**src/hdl/nsif_pkg.sv**
```systemverilog
// Shared types, widths and codes of the nearest sector-ID finder.
package nsif_pkg;

   localparam int MAX_SECTORS_DEF = 32;
   localparam logic [15:0] NOT_FOUND_DISTANCE = 16'hFFFF;
   localparam logic [7:0] NONE_BYTE = 8'hFF;

   // Signed width of a wrapped offset: up to 16-bit positions minus a 13-bit head.
   localparam int DIST_W = 18;

   localparam int CSR_INDEX_W = 3;
   localparam int CSR_DATA_W = 13;

   localparam logic [CSR_INDEX_W-1:0] CSR_USE_DESCRIPTORS = 3'd0;
   localparam logic [CSR_INDEX_W-1:0] CSR_SECTOR_COUNT = 3'd1;
   localparam logic [CSR_INDEX_W-1:0] CSR_TRACK_BYTES = 3'd2;
   localparam logic [CSR_INDEX_W-1:0] CSR_POST_INDEX_GAP = 3'd3;
   localparam logic [CSR_INDEX_W-1:0] CSR_RECORD_LENGTH = 3'd4;

   localparam logic MODE_LOAD = 1'b0;
   localparam logic MODE_FIND = 1'b1;

   typedef struct packed {
      logic        mode;
      logic [4:0]  entry_index;
      logic [12:0] position;
      logic [7:0]  track;
      logic [7:0]  side;
      logic [7:0]  sector_number;
      logic        flag_not_found;
      logic        flag_crc_error;
      logic        any_track;
      logic        any_side;
      logic        any_number;
   } req_type;

   typedef struct packed {
      logic        found;
      logic [7:0]  sector_order;
      logic [15:0] distance;
      logic [7:0]  match_track;
      logic [7:0]  match_side;
      logic [7:0]  match_number;
   } rsp_type;

   // One stored sector header, 39 bits.
   typedef struct packed {
      logic [12:0] pos;
      logic [7:0]  trk;
      logic [7:0]  sid;
      logic [7:0]  num;
      logic        rnf;
      logic        crc;
   } hdr_type;

   typedef struct packed {
      logic        use_descriptors;
      logic [5:0]  sector_count;
      logic [12:0] track_bytes;
      logic [9:0]  post_index_gap;
      logic [9:0]  record_length;
   } cfg_type;

endpackage

```
**src/hdl/nsif_hdr_ram.sv**
```systemverilog
// Sector header table: one write port, one read port with registered read data.
module nsif_hdr_ram
   import nsif_pkg::*;
#(
   parameter int DEPTH = MAX_SECTORS_DEF,
   localparam int ADDR_W = (DEPTH > 1) ? $clog2(DEPTH) : 1
) (
   input  logic              clock,
   input  logic              wr_en,
   input  logic [ADDR_W-1:0] wr_addr,
   input  hdr_type           wr_data,
   input  logic              rd_en,
   input  logic [ADDR_W-1:0] rd_addr,
   output hdr_type           rd_data
);

   hdr_type hdr_mem_ff [DEPTH];
   hdr_type rd_data_ff;

   always_ff @(posedge clock) begin
      if (wr_en) begin
         hdr_mem_ff[wr_addr] <= wr_data;
      end
      if (rd_en) begin
         rd_data_ff <= hdr_mem_ff[rd_addr];
      end
   end

   assign rd_data = rd_data_ff;

endmodule

```
**src/hdl/nsif_scan.sv**
```systemverilog
// Command sequencer: header loads and the one-header-per-cycle nearest-match scan.
module nsif_scan
   import nsif_pkg::*;
#(
   parameter int MAX_SECTORS = MAX_SECTORS_DEF,
   localparam int ADDR_W = (MAX_SECTORS > 1) ? $clog2(MAX_SECTORS) : 1,
   localparam int CNT_W = $clog2(MAX_SECTORS + 1)
) (
   input  logic              clock,
   input  logic              reset,
   input  logic              start,
   output logic              busy,
   input  req_type           req_data,
   input  cfg_type           cfg,
   output logic              rsp_strobe,
   output rsp_type           rsp_data,
   output logic              mem_wr_en,
   output logic [ADDR_W-1:0] mem_wr_addr,
   output hdr_type           mem_wr_data,
   output logic              mem_rd_en,
   output logic [ADDR_W-1:0] mem_rd_addr,
   input  hdr_type           mem_rd_data
);

   typedef enum logic [1:0] {
      ST_IDLE,
      ST_SCAN,
      ST_RESP
   } state_type;

   state_type   state_ff, state_in;
   logic [CNT_W-1:0]  idx_ff, idx_in;
   logic [CNT_W-1:0]  count_ff, count_in;
   logic              rd_vld_ff, rd_vld_in;
   logic [ADDR_W-1:0] eval_idx_ff, eval_idx_in;
   logic [15:0]       std_pos_ff, std_pos_in;
   logic [15:0]       eval_pos_ff, eval_pos_in;
   logic              desc_ff, desc_in;
   logic [12:0]       head_ff, head_in;
   logic [7:0]        qtrk_ff, qtrk_in;
   logic [7:0]        qsid_ff, qsid_in;
   logic [7:0]        qnum_ff, qnum_in;
   logic              any_trk_ff, any_trk_in;
   logic              any_sid_ff, any_sid_in;
   logic              any_num_ff, any_num_in;
   logic              hit_ff, hit_in;
   logic [7:0]        order_ff, order_in;
   logic [15:0]       best_ff, best_in;
   logic [15:0]       last_id_ff, last_id_in;

   logic [7:0]              qnum_eff;
   logic [CNT_W-1:0]        count_eff;
   logic [15:0]             cand_pos;
   logic signed [DIST_W-1:0] d_raw;
   logic signed [DIST_W-1:0] d_wrap;
   logic                    nearer;
   logic                    id_ok;

   assign qnum_eff = req_data.any_number ? NONE_BYTE : req_data.sector_number;
   assign count_eff = (32'(cfg.sector_count) < MAX_SECTORS) ?
                      CNT_W'(cfg.sector_count) : CNT_W'(MAX_SECTORS);

   // Offset ahead of the head, wrapped once by the revolution length.
   assign cand_pos = desc_ff ? {3'b000, mem_rd_data.pos} : eval_pos_ff;
   assign d_raw = $signed({2'b00, cand_pos}) - $signed({5'b00000, head_ff});
   assign d_wrap = d_raw[DIST_W-1] ? d_raw + $signed({5'b00000, cfg.track_bytes}) : d_raw;
   assign nearer = d_wrap < $signed({2'b00, best_ff});
   assign id_ok = !desc_ff || any_trk_ff ||
                  ((mem_rd_data.trk == qtrk_ff) &&
                   (any_sid_ff || (mem_rd_data.sid == qsid_ff)) &&
                   !(mem_rd_data.rnf && mem_rd_data.crc) &&
                   (any_num_ff || (mem_rd_data.num == qnum_ff)));

   assign mem_wr_addr = ADDR_W'(req_data.entry_index);
   assign mem_wr_data = '{pos: req_data.position, trk: req_data.track,
                          sid: req_data.side, num: req_data.sector_number,
                          rnf: req_data.flag_not_found, crc: req_data.flag_crc_error};
   assign mem_rd_addr = idx_ff[ADDR_W-1:0];

   always_comb begin
      state_in    = state_ff;
      idx_in      = idx_ff;
      count_in    = count_ff;
      rd_vld_in   = 1'b0;
      eval_idx_in = eval_idx_ff;
      std_pos_in  = std_pos_ff;
      eval_pos_in = eval_pos_ff;
      desc_in     = desc_ff;
      head_in     = head_ff;
      qtrk_in     = qtrk_ff;
      qsid_in     = qsid_ff;
      qnum_in     = qnum_ff;
      any_trk_in  = any_trk_ff;
      any_sid_in  = any_sid_ff;
      any_num_in  = any_num_ff;
      hit_in      = hit_ff;
      order_in    = order_ff;
      best_in     = best_ff;
      last_id_in  = last_id_ff;
      mem_wr_en   = 1'b0;
      mem_rd_en   = 1'b0;

      unique case (state_ff)
         ST_IDLE: begin
            if (start) begin
               hit_in  = 1'b0;
               best_in = NOT_FOUND_DISTANCE;
               if (req_data.mode == MODE_LOAD) begin
                  mem_wr_en = 32'(req_data.entry_index) < MAX_SECTORS;
                  order_in  = NONE_BYTE;
                  qnum_in   = 8'd0;
                  state_in  = ST_RESP;
               end else begin
                  desc_in    = cfg.use_descriptors;
                  head_in    = req_data.position;
                  qtrk_in    = req_data.track;
                  qsid_in    = req_data.side;
                  qnum_in    = qnum_eff;
                  any_trk_in = req_data.any_track;
                  any_sid_in = req_data.any_side;
                  any_num_in = req_data.any_number;
                  idx_in     = '0;
                  count_in   = count_eff;
                  std_pos_in = {6'b000000, cfg.post_index_gap};
                  order_in   = cfg.use_descriptors ? NONE_BYTE : qnum_eff - 8'd1;
                  state_in   = ST_SCAN;
               end
            end
         end
         ST_SCAN: begin
            if (idx_ff < count_ff) begin
               mem_rd_en   = 1'b1;
               rd_vld_in   = 1'b1;
               eval_idx_in = idx_ff[ADDR_W-1:0];
               eval_pos_in = std_pos_ff;
               idx_in      = idx_ff + CNT_W'(1);
               std_pos_in  = std_pos_ff + {6'b000000, cfg.record_length};
            end else if (!rd_vld_ff) begin
               state_in = ST_RESP;
            end
            if (rd_vld_ff && nearer && id_ok) begin
               hit_in  = 1'b1;
               best_in = d_wrap[15:0];
               if (desc_ff) begin
                  order_in   = 8'(eval_idx_ff);
                  last_id_in = {mem_rd_data.trk, mem_rd_data.sid};
               end
            end
         end
         ST_RESP: begin
            state_in = ST_IDLE;
         end
         default: begin
            state_in = ST_IDLE;
         end
      endcase
   end

   always_ff @(posedge clock) begin
      if (reset) begin
         state_ff   <= ST_IDLE;
         rd_vld_ff  <= 1'b0;
         last_id_ff <= 16'd0;
      end else begin
         state_ff   <= state_in;
         rd_vld_ff  <= rd_vld_in;
         last_id_ff <= last_id_in;
      end
      idx_ff      <= idx_in;
      count_ff    <= count_in;
      eval_idx_ff <= eval_idx_in;
      std_pos_ff  <= std_pos_in;
      eval_pos_ff <= eval_pos_in;
      desc_ff     <= desc_in;
      head_ff     <= head_in;
      qtrk_ff     <= qtrk_in;
      qsid_ff     <= qsid_in;
      qnum_ff     <= qnum_in;
      any_trk_ff  <= any_trk_in;
      any_sid_ff  <= any_sid_in;
      any_num_ff  <= any_num_in;
      hit_ff      <= hit_in;
      order_ff    <= order_in;
      best_ff     <= best_in;
   end

   assign busy = state_ff != ST_IDLE;
   assign rsp_strobe = state_ff == ST_RESP;
   assign rsp_data = '{found: hit_ff, sector_order: order_ff, distance: best_ff,
                       match_track: last_id_ff[15:8], match_side: last_id_ff[7:0],
                       match_number: qnum_ff};

endmodule

```
**src/hdl/nearest_sector_id_finder.sv**
```systemverilog
// Top level of the nearest sector-ID finder: control registers, header table and scan engine.
//
// A command is taken when start is high while busy is low; busy then stays high until the
// single result has been presented. The result appears on rsp_data for exactly one cycle,
// marked by rsp_strobe, and cannot be held off, so the receiver must take it in that cycle.
// A load command stores one sector header, and its strobe comes in the cycle right after the
// edge that took it. A find command scans the first min(sector_count, MAX_SECTORS) table
// entries through the single read port of the header table, one entry per cycle. After the
// last entry is read, its registered header is evaluated, and the scan then closes before
// the strobe. With an entry count of zero nothing is read. The next command can be taken in
// the cycle after the strobe. Reading a table entry that was never loaded gives an undefined
// header. Control registers are written through the csr_ channel, which is always ready;
// each transfer writes one register, and writes should only be made while busy is low.
module nearest_sector_id_finder
   import nsif_pkg::*;
#(
   parameter int MAX_SECTORS = MAX_SECTORS_DEF
) (
   input  logic                   clock,
   input  logic                   reset,
   input  logic                   start,
   output logic                   busy,
   input  req_type                req_data,
   output logic                   rsp_strobe,
   output rsp_type                rsp_data,
   input  logic                   csr_valid,
   output logic                   csr_ready,
   input  logic [CSR_INDEX_W-1:0] csr_index,
   input  logic [CSR_DATA_W-1:0]  csr_data
);

   localparam int ADDR_W = (MAX_SECTORS > 1) ? $clog2(MAX_SECTORS) : 1;

   cfg_type cfg_ff, cfg_in;

   logic              mem_wr_en;
   logic [ADDR_W-1:0] mem_wr_addr;
   hdr_type           mem_wr_data;
   logic              mem_rd_en;
   logic [ADDR_W-1:0] mem_rd_addr;
   hdr_type           mem_rd_data;

   // The register port never stalls; an index outside the register list is dropped.
   assign csr_ready = 1'b1;

   always_comb begin
      cfg_in = cfg_ff;
      if (csr_valid) begin
         unique case (csr_index)
            CSR_USE_DESCRIPTORS: cfg_in.use_descriptors = csr_data[0];
            CSR_SECTOR_COUNT:    cfg_in.sector_count = csr_data[5:0];
            CSR_TRACK_BYTES:     cfg_in.track_bytes = csr_data[12:0];
            CSR_POST_INDEX_GAP:  cfg_in.post_index_gap = csr_data[9:0];
            CSR_RECORD_LENGTH:   cfg_in.record_length = csr_data[9:0];
            default:             cfg_in = cfg_ff;
         endcase
      end
   end

   always_ff @(posedge clock) begin
      if (reset) begin
         cfg_ff <= '{use_descriptors: 1'b1, sector_count: 6'd0, track_bytes: 13'd6250,
                     post_index_gap: 10'd60, record_length: 10'd614};
      end else begin
         cfg_ff <= cfg_in;
      end
   end

   // Header table: written by load commands, read once per cycle during a find scan.
   nsif_hdr_ram #(
      .DEPTH(MAX_SECTORS)
   ) u_hdr_ram (
      .clock   (clock),
      .wr_en   (mem_wr_en),
      .wr_addr (mem_wr_addr),
      .wr_data (mem_wr_data),
      .rd_en   (mem_rd_en),
      .rd_addr (mem_rd_addr),
      .rd_data (mem_rd_data)
   );

   // Command sequencer, match evaluation and result register.
   nsif_scan #(
      .MAX_SECTORS(MAX_SECTORS)
   ) u_scan (
      .clock       (clock),
      .reset       (reset),
      .start       (start),
      .busy        (busy),
      .req_data    (req_data),
      .cfg         (cfg_ff),
      .rsp_strobe  (rsp_strobe),
      .rsp_data    (rsp_data),
      .mem_wr_en   (mem_wr_en),
      .mem_wr_addr (mem_wr_addr),
      .mem_wr_data (mem_wr_data),
      .mem_rd_en   (mem_rd_en),
      .mem_rd_addr (mem_rd_addr),
      .mem_rd_data (mem_rd_data)
   );

endmodule

```
**config.mk**
```make
export PLATFORM = sky130hd
export DESIGN_NAME = nearest_sector_id_finder
export DESIGN_NICKNAME = d
export VERILOG_FILES = /design/src/hdl/nsif_pkg.sv /design/src/hdl/nsif_hdr_ram.sv /design/src/hdl/nsif_scan.sv /design/src/hdl/nearest_sector_id_finder.sv
export SDC_FILE = /design/constraint.sdc
export NUM_CORES = 2
export LEC_CHECK = 0
export ABC_AREA = 1
export BUFFER_PORTS_ARGS = -buffer_cell sky130_fd_sc_hd__buf_2
export CAP_MARGIN = 15
export CORE_ASPECT_RATIO = 1.4
export CORE_MARGIN = 2
export CORE_UTILIZATION = 35
export CTS_CLUSTER_SIZE = 40
export DETAILED_ROUTE_END_ITERATION = 6
export GPL_TIMING_DRIVEN = 0
export PLACE_DENSITY_LB_ADDON = 0.1
export SYNTH_ARGS = -nofsm -noshare
export SYNTH_HDL_FRONTEND = slang
export SYNTH_SLANG_ARGS = --single-unit
```
**constraint.sdc**
```tcl
create_clock -name clock -period 8.25 [get_ports clock]
set_input_delay 0.4125 -clock clock [delete_from_list [all_inputs] [get_ports clock]]
set_output_delay 0.4125 -clock clock [all_outputs]
set_load 0.02 [all_outputs]
```
==> impl_metrics.py <==
metrics = {
    "floorplanning": {
        "start_util_pct": 35.2,
        "dieArea_mm2": 0.172,
        "coreArea_mm2": 0.168,
        "die_height_um": 490,
        "rows": 178,
        "die_x_um": 351,
        "ios": 120,
    },
    "final_layout": {
        "fillers": 15925,
        "synthToLayoutAreaGrowth_pct": 16.1,
        "fin_nets": 5149,
        "drive_gt1_share_pct": 8.99,
        "seq_area_mm2": 0.0433,
        "multi_input_area_mm2": 0.0140,
    },
    "clock_tree": {
        "clock-root-buffer": "clkbuf_16",
        "clkLatencyLatePin_ns": 0.80,
        "cts.path.max_buffers": 3,
        "numCtsBuffers": 146,
        "cts_max_level": 4,
        "post_cts.repair.setup_buffers": 0,
        "cts_tree": "yes",
        "cts_sinks": 1461,
        "path_clk_slew_ns": 0.06,
    },
    "timing": {
        "setup_slack_ns": 2.08,
        "fmax_mhz": 162,
        "finalSetupViolCount": 0,
        "setup_tns_ns": 0,
        "tightest_slew_ns": 1.38,
        "rsz0062_at_grt": "false",
        "fin_skew_ns": 0.0279,
        "drv_slew": 0,
        "fin_crit_sh_pct": 74.8,
        "period_minus_slack_ns": 6.17,
        "maxSlewHeadroom_pct": 7.81,
        "hold_viol": 0,
    },
    "worst_setup_path": {
        "slowest_delay_ns": 0.64,
        "cp.required_ns": 8.67,
        "cp_max_fo": 10,
        "crit_slowest_cell": "a2bb2oi_1",
        "worstPathArrival_ns": 6.59,
        "crit_path_start_kind": "register",
        "end_kind": "register",
        "crit_type": "reg -> reg",
        "crit_top_cell": "nand2_1",
    },
    "global_route": {
        "antenna_found_initial": 15,
        "grt_max_degree": 41,
        "grt_pass1_wl_mm": 296,
        "grt_overflow_total": 0,
        "grt_pass1_vias": 39115,
        "grt_use_total_pct": 24.6,
    },
    "placed_design": {
        "dpl_worst_slack_ns": 2.02,
        "dp_hpwl_mm": 151,
        "port_buffers": 117,
        "place.gp.congestion": 0.884,
    },
    "yosys": {
        "ys_async_sr_fraction_pct": 0,
        "synth_area_mm2": 0.0590,
        "synth_fp_nets": 4810,
        "ys_ff_latch": 1461,
        "syn_avg_cell_area_um2": 12.6,
        "ys_seq_area_share_pct": 73.3,
        "synth_edf_count": 1402,
        "synth-main-ff-cell": "edfxtp_1",
        "syn_inst": 4680,
        "yosys_warnings": 0,
        "synth.distinct_cells": 52,
    },
    "detailed_routing": {
        "routedWlPerCell_um": 28.7,
        "routed_wl_mm": 212,
        "via_count": 39268,
        "antenna_left": 0,
        "drc": 0,
        "via_per_inst": 5.31,
        "drtIter0Drc": 3649,
        "first_pass_iters": 5,
    },
    "pwr": {
        "leakage_nw": 22.7,
        "powerDensity_mw_per_mm2": 261,
        "vdd_drop_max_uv": 216,
    },
    "outcome": {
        "status": "finished clean",
    },
    "hold_path": {
        "hold_class": "in -> reg",
    },
    "flow_run": {
        "drv_cap": 0,
    },
}
final cells by class:
type	count	share of cell area (%)
diodes	3	0.0110
inverters	228	1.26
flip-flops and latches	1461	63.2
clock inverters	78	0.926
plain buffers	286	1.61
clock buffers	189	5.86
repair buffers	191	2.60
well taps	2250	4.11
multi-input cells	2705	20.5
final timing paths:
path,from,to,cells after the start,slack (ns)
worst max-delay path,u_scan.desc_ff,u_scan.order_ff[3],31,2.08
worst max register to register,u_scan.desc_ff,u_scan.order_ff[3],31,2.08
worst min-delay path,reset,u_scan.rd_vld_ff,2,0.08
worst min register to register,cfg_ff[35],cfg_ff[35],2,0.46
routing by layer:
layer,global-route usage (%),routed length (um),part of all wire [%],up-vias
met5,0,56,0.026,-
li1,-,-,-,17867
met4,10.8,9510,4.5,8
met1,29.1,82600,39,19783
met2,44.3,109000,51,1262
met3,3.59,10900,5.1,348
timing repair:
action,4_1_cts,5_1_grt
hold endpoints to repair,43,0
hold buffers,21,0
resized for setup,0,0
state kept, by name, summed over array words and instances (netlist names), 13 cells and up:
name and count:
u_hdr_ram.hdr_mem_ff 1248, cfg_ff 40, u_hdr_ram.rd_data 39, u_scan.best_ff 16, u_scan.eval_pos_ff 16, u_scan.last_id_ff 16, u_scan.std_pos_ff 16, u_scan.head_ff 13
cell usage after synthesis, types with 59 or more instances:
| library cell | count | area, um2 |
|---|---|---|
| clkbuf_1 | 268 | 1010 |
| nand3_1 | 137 | 686 |
| edfxtp_1 | 1402 | 42100 |
| nand4_1 | 67 | 419 |
| o22ai_1 | 183 | 1140 |
| a21oi_1 | 65 | 325 |
| dfxtp_1 | 59 | 1180 |
| o221ai_1 | 133 | 1160 |
| nand2_1 | 396 | 1490 |
| nor2_1 | 775 | 2910 |
| o21ai_0 | 728 | 3640 |
| ha_1 | 59 | 738 |
| inv_1 | 215 | 807 |
per-stage QoR:
stage / std cells / power [mW] / hold WS, ns / cell area (um2) / utilization, %
final: 7391 / 17.9 / 0.0766 / 68500 / 40.9
after global routing: 7389 / 18.5 / 0.0707 / 68500 / 40.9
after CTS: 7388 / 18.0 / 0.0344 / 68500 / 40.9
after detailed placement: 7100 / 11.4 / 0.441 / 63700 / 38.0
after global placement: 7047 / 11.3 / 0.448 / 62400 / 37.2
after floorplan: 4680 / 9.94 / 0.424 / 59000 / -
cell families (layout without fill, tap and decap cells):
group | Yosys count | count (layout) | share of synthesized area, %
multiplexers | 1 | 1 | 0.0170
adder cells (fa/ha/maj) | 62 | 62 | 1.35
other | 1 | 4 | 0.00635
XOR/XNOR | 38 | 38 | 0.564
AND/OR/NAND/NOR | 1428 | 1428 | 9.90
AO/OA/AOI/OAI | 1175 | 1175 | 11.5
buffers and inverters | 514 | 972 | 3.33
flip-flops | 1461 | 1461 | 73.3
critical path, delay by kind of cell, from the launching register on:
family | cells | cell delay (ns)
fa+ha+maj | 3 | 0.88
buf+inv | 5 | 0.74
flops | 1 | 0.38
xor+xnor | 1 | 0.24
compound gates | 9 | 2.18
simple gates | 13 | 1.36
placed cells by master (no fill, tap or decap), types with 24 or more instances in the layout:
cell type / instances
edfxtp_1: 1402
nor2_1: 741
o21ai_0: 726
nand2_1: 396
clkbuf_1: 300
inv_1: 214
o22ai_1: 183
clkbuf_16: 154
nand3_1: 137
o221ai_1: 133
buf_2: 121
nand4_1: 67
a21oi_1: 65
ha_1: 59
dfxtp_1: 59
clkinv_1: 38
buf_12: 38
nor2_4: 33
o211ai_1: 27
clkinv_2: 24
where the power goes:
group	leakage, nW	switching [mW]	internal [mW]	total, mW
Clock	2.28	2.91	3.74	6.65
Combinational	7.29	2.20	0.703	2.90
Sequential	13.1	0.0632	8.28	8.35
No activity file was read; power rests on OpenSTA's default activity.
